$ cat src/rtl/mmnt_pkg.sv
`timescale 1ns / 1ps

package mmnt_pkg;

	localparam int NOTE_W      = 7;
	localparam int VEL_W       = 7;
	localparam int CMD_W       = 2;
	localparam int CHAN_W      = 4;
	localparam int SEL_W       = 5;
	localparam int NOTE_COUNT  = 128;

	// Search tree: groups of eight map bits, one level of groups.
	localparam int GRP_SIZE    = 8;
	localparam int GRP_COUNT   = NOTE_COUNT / GRP_SIZE;
	localparam int GRP_IDX_W   = $clog2(GRP_SIZE);
	localparam int GRP_SEL_W   = $clog2(GRP_COUNT);

	localparam logic [CMD_W-1:0] CMD_NOTE_ON  = 2'd0;
	localparam logic [CMD_W-1:0] CMD_NOTE_OFF = 2'd1;
	localparam logic [CMD_W-1:0] CMD_BEND     = 2'd2;
	localparam logic [CMD_W-1:0] CMD_OTHER    = 2'd3;

	localparam logic [NOTE_W-1:0] NOTE_RESET     = 7'd60;
	localparam logic [VEL_W-1:0]  VELOCITY_RESET = 7'd102;
	localparam logic [SEL_W-1:0]  SEL_OMNI       = 5'd0;
	localparam logic [SEL_W-1:0]  SEL_MAX        = 5'd16;

	typedef struct packed {
		logic load;   // take the input transaction, apply the map update
		logic enc;    // finish the highest-note search
		logic push;   // copy the state into the output register
	} dp_cmd_t;

	typedef struct packed {
		logic rel_hit;   // offered item is a release that passes the filters
		logic out_free;  // output register can take a result this cycle
	} dp_stat_t;

endpackage

$ cat src/rtl/mmnt_if.sv
`timescale 1ns / 1ps

interface mmnt_in_if;
	logic                          valid;
	logic                          ready;
	logic [mmnt_pkg::CMD_W-1:0]    command;
	logic [mmnt_pkg::CHAN_W-1:0]   msg_channel;
	logic [mmnt_pkg::NOTE_W-1:0]   note_number;
	logic [mmnt_pkg::VEL_W-1:0]    velocity_in;

	modport source (output valid, command, msg_channel, note_number, velocity_in,
		input ready);
	modport sink (input valid, command, msg_channel, note_number, velocity_in,
		output ready);
endinterface

interface mmnt_out_if;
	logic                          valid;
	logic                          ready;
	logic [mmnt_pkg::NOTE_W-1:0]   active_note;
	logic [mmnt_pkg::VEL_W-1:0]    active_velocity;
	logic                          gate_out;

	modport source (output valid, active_note, active_velocity, gate_out,
		input ready);
	modport sink (input valid, active_note, active_velocity, gate_out,
		output ready);
endinterface

$ cat src/rtl/mmnt_ctrl.sv
`timescale 1ns / 1ps

module mmnt_ctrl (
	input  logic               clk,
	input  logic               arst_n,
	input  logic               in_valid,
	output logic               in_ready,
	input  mmnt_pkg::dp_stat_t stat,
	output mmnt_pkg::dp_cmd_t  cmd
);
	import mmnt_pkg::*;

	localparam logic [1:0] S_IDLE = 2'd0;
	localparam logic [1:0] S_ENC  = 2'd1;
	localparam logic [1:0] S_PUSH = 2'd2;

	logic [1:0] state_q;
	logic [1:0] state_d;

	always_comb begin
		state_d  = state_q;
		in_ready = 1'b0;
		cmd      = '0;
		case (state_q)
			S_IDLE: begin
				in_ready = 1'b1;
				if (in_valid) begin
					cmd.load = 1'b1;
					state_d  = stat.rel_hit ? S_ENC : S_PUSH;
				end
			end
			S_ENC: begin
				cmd.enc = 1'b1;
				state_d = S_PUSH;
			end
			S_PUSH: begin
				if (stat.out_free) begin
					cmd.push = 1'b1;
					state_d  = S_IDLE;
				end
			end
			default: begin
				state_d = S_IDLE;
			end
		endcase
	end

	always_ff @(posedge clk or negedge arst_n) begin
		if (!arst_n) begin
			state_q <= S_IDLE;
		end else begin
			state_q <= state_d;
		end
	end

endmodule

$ cat src/rtl/mmnt_dp.sv
`timescale 1ns / 1ps

module mmnt_dp (
	input  logic                          clk,
	input  logic                          arst_n,
	input  logic                          cfg_we,
	input  logic [mmnt_pkg::SEL_W-1:0]    cfg_wdata,
	input  logic [mmnt_pkg::CMD_W-1:0]    command,
	input  logic [mmnt_pkg::CHAN_W-1:0]   msg_channel,
	input  logic [mmnt_pkg::NOTE_W-1:0]   note_number,
	input  logic [mmnt_pkg::VEL_W-1:0]    velocity_in,
	input  mmnt_pkg::dp_cmd_t             cmd,
	output mmnt_pkg::dp_stat_t            stat,
	output logic                          out_valid,
	input  logic                          out_ready,
	output logic [mmnt_pkg::NOTE_W-1:0]   active_note,
	output logic [mmnt_pkg::VEL_W-1:0]    active_velocity,
	output logic                          gate_out
);
	import mmnt_pkg::*;

	logic [SEL_W-1:0]      chan_sel_q;
	logic [NOTE_COUNT-1:0] held_q;
	logic [NOTE_COUNT-1:0] held_next;
	logic [NOTE_W-1:0]     note_q;
	logic [VEL_W-1:0]      vel_q;
	logic                  gate_q;

	logic                  chan_ok;
	logic                  note_ok;
	logic                  on_hit;
	logic                  rel_hit;

	logic [GRP_COUNT-1:0]  grp_any_d;
	logic [GRP_IDX_W-1:0]  grp_idx_d [GRP_COUNT];
	logic [GRP_COUNT-1:0]  grp_any_s1;
	logic [GRP_IDX_W-1:0]  grp_idx_s1 [GRP_COUNT];

	logic                  top_any;
	logic [NOTE_W-1:0]     top_note;

	logic                  out_valid_q;
	logic [NOTE_W-1:0]     out_note_q;
	logic [VEL_W-1:0]      out_vel_q;
	logic                  out_gate_q;

	// Message filter and decode
	always_comb begin
		chan_ok = (chan_sel_q == SEL_OMNI) ||
			((chan_sel_q <= SEL_MAX) &&
			({1'b0, msg_channel} == (chan_sel_q - SEL_W'(1))));
		note_ok = ({1'b0, note_number} < (NOTE_W + 1)'(NOTE_COUNT));
		on_hit  = chan_ok && note_ok && (command == CMD_NOTE_ON) && (velocity_in != '0);
		rel_hit = chan_ok && note_ok && !on_hit &&
			(command inside {CMD_NOTE_ON, CMD_NOTE_OFF});
	end

	always_comb begin
		held_next = held_q;
		if (on_hit) begin
			held_next[note_number] = 1'b1;
		end else if (rel_hit) begin
			held_next[note_number] = 1'b0;
		end
	end

	// First level of the search: highest set bit inside each group
	always_comb begin
		for (int g = 0; g < GRP_COUNT; g++) begin
			grp_any_d[g] = |held_next[g*GRP_SIZE +: GRP_SIZE];
			grp_idx_d[g] = '0;
			for (int b = 0; b < GRP_SIZE; b++) begin
				if (held_next[g*GRP_SIZE + b]) begin
					grp_idx_d[g] = GRP_IDX_W'(b);
				end
			end
		end
	end

	// Second level: highest group with a held note
	always_comb begin
		top_any  = |grp_any_s1;
		top_note = '0;
		for (int g = 0; g < GRP_COUNT; g++) begin
			if (grp_any_s1[g]) begin
				top_note = {GRP_SEL_W'(g), grp_idx_s1[g]};
			end
		end
	end

	always_ff @(posedge clk) begin
		if (cmd.load) begin
			grp_any_s1 <= grp_any_d;
			grp_idx_s1 <= grp_idx_d;
		end
	end

	always_ff @(posedge clk or negedge arst_n) begin
		if (!arst_n) begin
			chan_sel_q <= SEL_OMNI;
			held_q     <= '0;
			note_q     <= NOTE_RESET;
			vel_q      <= VELOCITY_RESET;
			gate_q     <= 1'b0;
		end else begin
			if (cfg_we) begin
				chan_sel_q <= cfg_wdata;
			end
			if (cmd.load) begin
				held_q <= held_next;
				if (on_hit) begin
					note_q <= note_number;
					vel_q  <= velocity_in;
					gate_q <= 1'b1;
				end
			end
			if (cmd.enc) begin
				gate_q <= top_any;
				if (top_any) begin
					note_q <= top_note;
				end
			end
		end
	end

	// Output register
	always_ff @(posedge clk or negedge arst_n) begin
		if (!arst_n) begin
			out_valid_q <= 1'b0;
		end else if (cmd.push) begin
			out_valid_q <= 1'b1;
		end else if (out_ready) begin
			out_valid_q <= 1'b0;
		end
	end

	always_ff @(posedge clk) begin
		if (cmd.push) begin
			out_note_q <= note_q;
			out_vel_q  <= vel_q;
			out_gate_q <= gate_q;
		end
	end

	assign stat.rel_hit     = rel_hit;
	assign stat.out_free    = !out_valid_q || out_ready;
	assign out_valid        = out_valid_q;
	assign active_note      = out_note_q;
	assign active_velocity  = out_vel_q;
	assign gate_out         = out_gate_q;

endmodule

$ cat src/rtl/mono_midi_note_tracker_top.sv
`timescale 1ns / 1ps

// Channel      Dir  Handshake      Payload
// in_ch        in   valid/ready    command, msg_channel, note_number, velocity_in
// out_ch       out  valid/ready    active_note, active_velocity, gate_out
// cfg          in   cfg_we         cfg_wdata = channel_select
//
// A note-on, a filtered-out message or any non-note message goes from accept to
// push; a release adds a search state, as the highest-note search is a two-level
// tree (groups of eight, then the group pick) with a register between the levels.
// One result per input transaction; the next input is taken while a result waits
// in the output register, and the block holds in its push state if that register
// is still full. Reset clears the held-note map, note 60, velocity 102, gate low.
module mono_midi_note_tracker_top (
	input  logic                        clk,
	input  logic                        arst_n,
	input  logic                        cfg_we,
	input  logic [mmnt_pkg::SEL_W-1:0]  cfg_wdata,
	mmnt_in_if.sink                     in_ch,
	mmnt_out_if.source                  out_ch
);
	import mmnt_pkg::*;

	dp_cmd_t  cmd;
	dp_stat_t stat;

	// Sequencer: accept, optional search step, push result
	mmnt_ctrl u_ctrl (
		.clk      (clk),
		.arst_n   (arst_n),
		.in_valid (in_ch.valid),
		.in_ready (in_ch.ready),
		.stat     (stat),
		.cmd      (cmd)
	);

	// Held-note map, voice state, search tree and output register
	mmnt_dp u_dp (
		.clk             (clk),
		.arst_n          (arst_n),
		.cfg_we          (cfg_we),
		.cfg_wdata       (cfg_wdata),
		.command         (in_ch.command),
		.msg_channel     (in_ch.msg_channel),
		.note_number     (in_ch.note_number),
		.velocity_in     (in_ch.velocity_in),
		.cmd             (cmd),
		.stat            (stat),
		.out_valid       (out_ch.valid),
		.out_ready       (out_ch.ready),
		.active_note     (out_ch.active_note),
		.active_velocity (out_ch.active_velocity),
		.gate_out        (out_ch.gate_out)
	);

endmodule
$ cat src/flat_wrapper.sv
// flat-port wrapper written by rule: the top's interface ports become plain ports
module mono_midi_note_tracker_top_flat import mmnt_pkg::*;
  (clk, arst_n, cfg_we, cfg_wdata, in_ch_valid, in_ch_command, in_ch_msg_channel, in_ch_note_number, in_ch_velocity_in, in_ch_ready, out_ch_valid, out_ch_active_note, out_ch_active_velocity, out_ch_gate_out, out_ch_ready);
  mmnt_in_if in_ch_i ();
  mmnt_out_if out_ch_i ();
  input  logic clk;
  input  logic arst_n;
  input  logic cfg_we;
  input  logic [mmnt_pkg::SEL_W-1:0] cfg_wdata;
  input wire logic [$bits(in_ch_i.valid)-1:0] in_ch_valid;
  input wire logic [$bits(in_ch_i.command)-1:0] in_ch_command;
  input wire logic [$bits(in_ch_i.msg_channel)-1:0] in_ch_msg_channel;
  input wire logic [$bits(in_ch_i.note_number)-1:0] in_ch_note_number;
  input wire logic [$bits(in_ch_i.velocity_in)-1:0] in_ch_velocity_in;
  output wire logic [$bits(in_ch_i.ready)-1:0] in_ch_ready;
  output wire logic [$bits(out_ch_i.valid)-1:0] out_ch_valid;
  output wire logic [$bits(out_ch_i.active_note)-1:0] out_ch_active_note;
  output wire logic [$bits(out_ch_i.active_velocity)-1:0] out_ch_active_velocity;
  output wire logic [$bits(out_ch_i.gate_out)-1:0] out_ch_gate_out;
  input wire logic [$bits(out_ch_i.ready)-1:0] out_ch_ready;
  assign in_ch_i.valid = in_ch_valid;
  assign in_ch_i.command = in_ch_command;
  assign in_ch_i.msg_channel = in_ch_msg_channel;
  assign in_ch_i.note_number = in_ch_note_number;
  assign in_ch_i.velocity_in = in_ch_velocity_in;
  assign in_ch_ready = in_ch_i.ready;
  assign out_ch_valid = out_ch_i.valid;
  assign out_ch_active_note = out_ch_i.active_note;
  assign out_ch_active_velocity = out_ch_i.active_velocity;
  assign out_ch_gate_out = out_ch_i.gate_out;
  assign out_ch_i.ready = out_ch_ready;
  mono_midi_note_tracker_top u_core (.clk(clk), .arst_n(arst_n), .cfg_we(cfg_we), .cfg_wdata(cfg_wdata), .in_ch(in_ch_i), .out_ch(out_ch_i));
endmodule
$ cat config.mk
export PLATFORM = sky130hd
export DESIGN_NAME = mono_midi_note_tracker_top_flat
export DESIGN_NICKNAME = d
export VERILOG_FILES = /design/src/rtl/mmnt_pkg.sv /design/src/rtl/mmnt_if.sv /design/src/rtl/mmnt_ctrl.sv /design/src/rtl/mmnt_dp.sv /design/src/rtl/mono_midi_note_tracker_top.sv /design/src/flat_wrapper.sv
export SDC_FILE = /design/constraint.sdc
export NUM_CORES = 1
export LEC_CHECK = 0
export ABC_AREA = 1
export BUFFER_PORTS_ARGS = -buffer_cell sky130_fd_sc_hd__buf_2
export CORE_ASPECT_RATIO = 0.6
export CORE_UTILIZATION = 56
export CTS_BUF_LIST = sky130_fd_sc_hd__clkbuf_2 sky130_fd_sc_hd__clkbuf_4 sky130_fd_sc_hd__clkbuf_8
export CTS_CLUSTER_SIZE = 12
export DETAILED_ROUTE_END_ITERATION = 10
export GPL_TIMING_DRIVEN = 0
export PLACE_DENSITY = 0.75
export SYNTH_ARGS = -nofsm -noshare
export SYNTH_HDL_FRONTEND = slang
export SYNTH_SLANG_ARGS = --single-unit
export TNS_END_PERCENT = 5
$ cat constraint.sdc
create_clock -name clk -period 5.2 [get_ports clk]
set_clock_uncertainty 0.15 [all_clocks]
set_input_delay 0.26 -clock clk [delete_from_list [all_inputs] [get_ports clk]]
set_output_delay 0.26 -clock clk [all_outputs]
set_load 0.01 [all_outputs]
==> impl_metrics.json <==
{
  "status": "completed",
  "viasPerCell": 5.878,
  "ys_top_cells_by_area": "dfrtp_1 (28%), edfxtp_1 (19%), nand2_1 (18%)",
  "grt_pass1_wl_mm": 65.00,
  "rsz0062_at_grt": "false",
  "ir_worst_vdd_mv": 0.2090,
  "routed_wl_mm": 41.91,
  "post-cts-setup-buffer-count": 0,
  "async_reset_ff_frac": 0.6565,
  "wl_per_cell_um": 19.55,
  "power_density_nw_per_um2": 360.7,
  "p_int_uw": 3424,
  "max_slew_margin": 0.1999,
  "htree_levels": 2,
  "synthFlopType": "dfrtp_1",
  "placed_area_um2": 13270,
  "setup.worst_path.class": "flip-flop to flip-flop",
  "antenna_found_initial": 1,
  "cts_hold_buf": 25,
  "final_cell_mix": "nand2_1 (596), nor2_1 (185), o21ai_0 (174)",
  "vias": 12596,
  "hp-class": "primary input to flip-flop",
  "post-route-period-util": 0.6669,
  "clk_latency_ps": 570,
  "fp.dieArea_um2": 23180,
  "dp_slack_ps": 1978,
  "portBuffers": 45,
  "final_net_count": 1858,
  "setup_tns_ps": 0,
  "drive_above_1_share": 0.08782,
  "p_clk_frac": 0.317,
  "yosys_warnings": 0,
  "die_w_um": 195.9,
  "seq_power_share": 0.458,
  "synth-edff-count": 79,
  "drv_slew": 0,
  "crit_required_ps": 5490,
  "area_delta_synth_final_pct": 12.94,
  "worstSetupEndpointType": "flip-flop",
  "synth-seq-area-share": 0.4877,
  "clock_path_buffers": 3,
  "first_iter_violations": 1769,
  "dp_hpwl_mm": 29.19,
  "drc": 0,
  "maxCapViolCount": 0,
  "setup_slack_ps": 1732,
  "ys_seq_elements": 230,
  "syn_nets": 1747,
  "combPwrFrac": 0.225,
  "avgSynthCellArea_um2": 7.362,
  "core_area_um2": 22070,
  "syn_area_um2": 12630,
  "layoutNonFillerInstCount": 2143,
  "switching_share": 0.3347,
  "layout_commonest_cell": "nand2_1",
  "multi_input_area_um2": 5448,
  "arrival_ps": 3760,
  "worst_slew_pin_slew_ps": 1194,
  "cts_resized": 0,
  "start_kind": "flip-flop",
  "regArea_um2": 6161,
  "grtUsageTotal": 0.3724,
  "power.leakage_uw": 0.006234,
  "crit_fanout": 41,
  "first_pass_iters": 9,
  "finish.instance_area_um2": 14270,
  "nFillCells": 1897,
  "rows": 42,
  "grt-ovfl-total": 0,
  "ant_nets": 0,
  "synth_top_area_share": 0.2833,
  "io_pins": 47,
  "place_congestion": 0.9957,
  "synthCells": 1716,
  "achievable-frequency_ghz": 0.2884,
  "place_inst": 2049,
  "p_sw_uw": 1723,
  "synth_area_leader_cell": "dfrtp_1",
  "cts_tree": "yes",
  "final.min_clock_period_ps": 3468,
  "final_util": 0.6465,
  "synth_cell_type_count": 41,
  "clkSinkCount": 230,
  "hold_viol": 0,
  "root_buffer": "clkbuf_8",
  "grt_max_degree": 89,
  "setup_violations": 0,
  "grt_pass1_vias": 11610,
  "clkSlewWorstSetupHoldPaths_ps": 70,
  "fp.dieH_um": 118.3,
  "start_util": 0.5724,
  "cts_made_buffers": 37
}
[logic make-up after synthesis]
kind of cell    Yosys count  synth area share
simple gates            963            0.3145
compound gates          266            0.1158
buf+inv                 256           0.08111
flops                   230            0.4877
fa+ha+maj                 1         0.0009902
[per-stage QoR]
stage / hold WS, ps / power, uW
detailed placement: 239.8 / 3486
finish: 20.54 / 5146
CTS: 1.671 / 5106
global placement: 286.5 / 3459
global route: 42.32 / 5384
floorplan: -185.6 / 3080
[power by group through the flow]
stage / clock network (uW) / logic [uW] / registers, uW
2_1_floorplan: 0 / 713 / 2370
3_3_place_gp: 0 / 1070 / 2390
3_5_place_dp: 0 / 1110 / 2380
4_1_cts: 1630 / 1120 / 2350
5_1_grt: 1720 / 1280 / 2380
6_report: 1630 / 1160 / 2360
[path summary, 6_finish.rpt]
kind | startpoint | to | slack (ps) | depth (start not counted)
max reg2reg | u_core.u_ctrl.state_q[1]$_DFFE_PN0P_ | u_core.u_dp.held_q[56]$_DFFE_PN0P_ | 1730 | 9
max in group asynchronous | arst_n | u_core.u_dp.held_q[66]$_DFFE_PN0P_ | 3820 | 3
max | u_core.u_ctrl.state_q[1]$_DFFE_PN0P_ | u_core.u_dp.held_q[56]$_DFFE_PN0P_ | 1730 | 9
min reg2reg | u_core.u_dp.note_q[6]$_DFF_PN0_ | u_core.u_dp.active_note[6]$_DFFE_PP_ | 310 | 0
min | cfg_we | u_core.u_dp.chan_sel_q[3]$_DFFE_PN0P_ | 20 | 2
min in group asynchronous | arst_n | u_core.u_dp.held_q[8]$_DFFE_PN0P_ | 210 | 2
[layer usage]
layer | global-route usage | share of wire | up-vias
met3 | 0.1433 | 0.16 | 115
li1 | - | - | 5843
met4 | 0.1333 | 0.029 | 0
met5 | 0 | 0 | -
met2 | 0.4867 | 0.39 | 838
met1 | 0.5530 | 0.42 | 5800
[cell usage after synthesis (all sizes together), types with 2 or more instances]
library cell,count
a211oi,2
a21oi,11
a221oi,7
a22oi,2
a31oi,17
buf,30
clkbuf,47
clkinv,4
dfrtp,143
dfstp,8
edfxtp,79
inv,175
nand2,597
nand3,104
nand4,56
nor2,189
nor3,15
nor4,2
o211ai,5
o21ai,206
o221ai,2
o31ai,8
[registers in the layout (all words and copies together), names as in the netlist]
signal / count
u_core.u_dp.grp_any_s1: 16
u_core.u_dp.active_velocity: 7
u_core.u_dp.grp_idx_s1: 48
u_core.u_dp.gate_out: 1
u_core.u_dp.held_q: 128
u_core.u_dp.vel_q: 7
u_core.u_dp.active_note: 7
u_core.u_dp.out_valid: 1
u_core.u_dp.gate_q: 1
u_core.u_dp.note_q: 7
u_core.u_dp.chan_sel_q: 5
u_core.u_ctrl.state_q: 2
[layout make-up]
cell class | count | share of cell area
sequential | 230 | 0.4318
antenna | 1 | 0.0001754
clock buffer | 51 | 0.04481
buffer | 77 | 0.02499
inverter | 179 | 0.04709
tap | 286 | 0.02508
timing repair buffer | 72 | 0.03709
clock inverter | 17 | 0.007190
multi-input combinational | 1230 | 0.3818
[critical path: stages, from the launching register on]
cell and delay, ps:
dfrtp_1 410, nor2_1 80, nand2_1 170, clkbuf_1 750, clkinv_1 480, clkbuf_1 360, clkbuf_4 440, buf_12 300
nand2_1 110, nand2_1 50
Note: power is estimated with default switching activity, not from simulation.
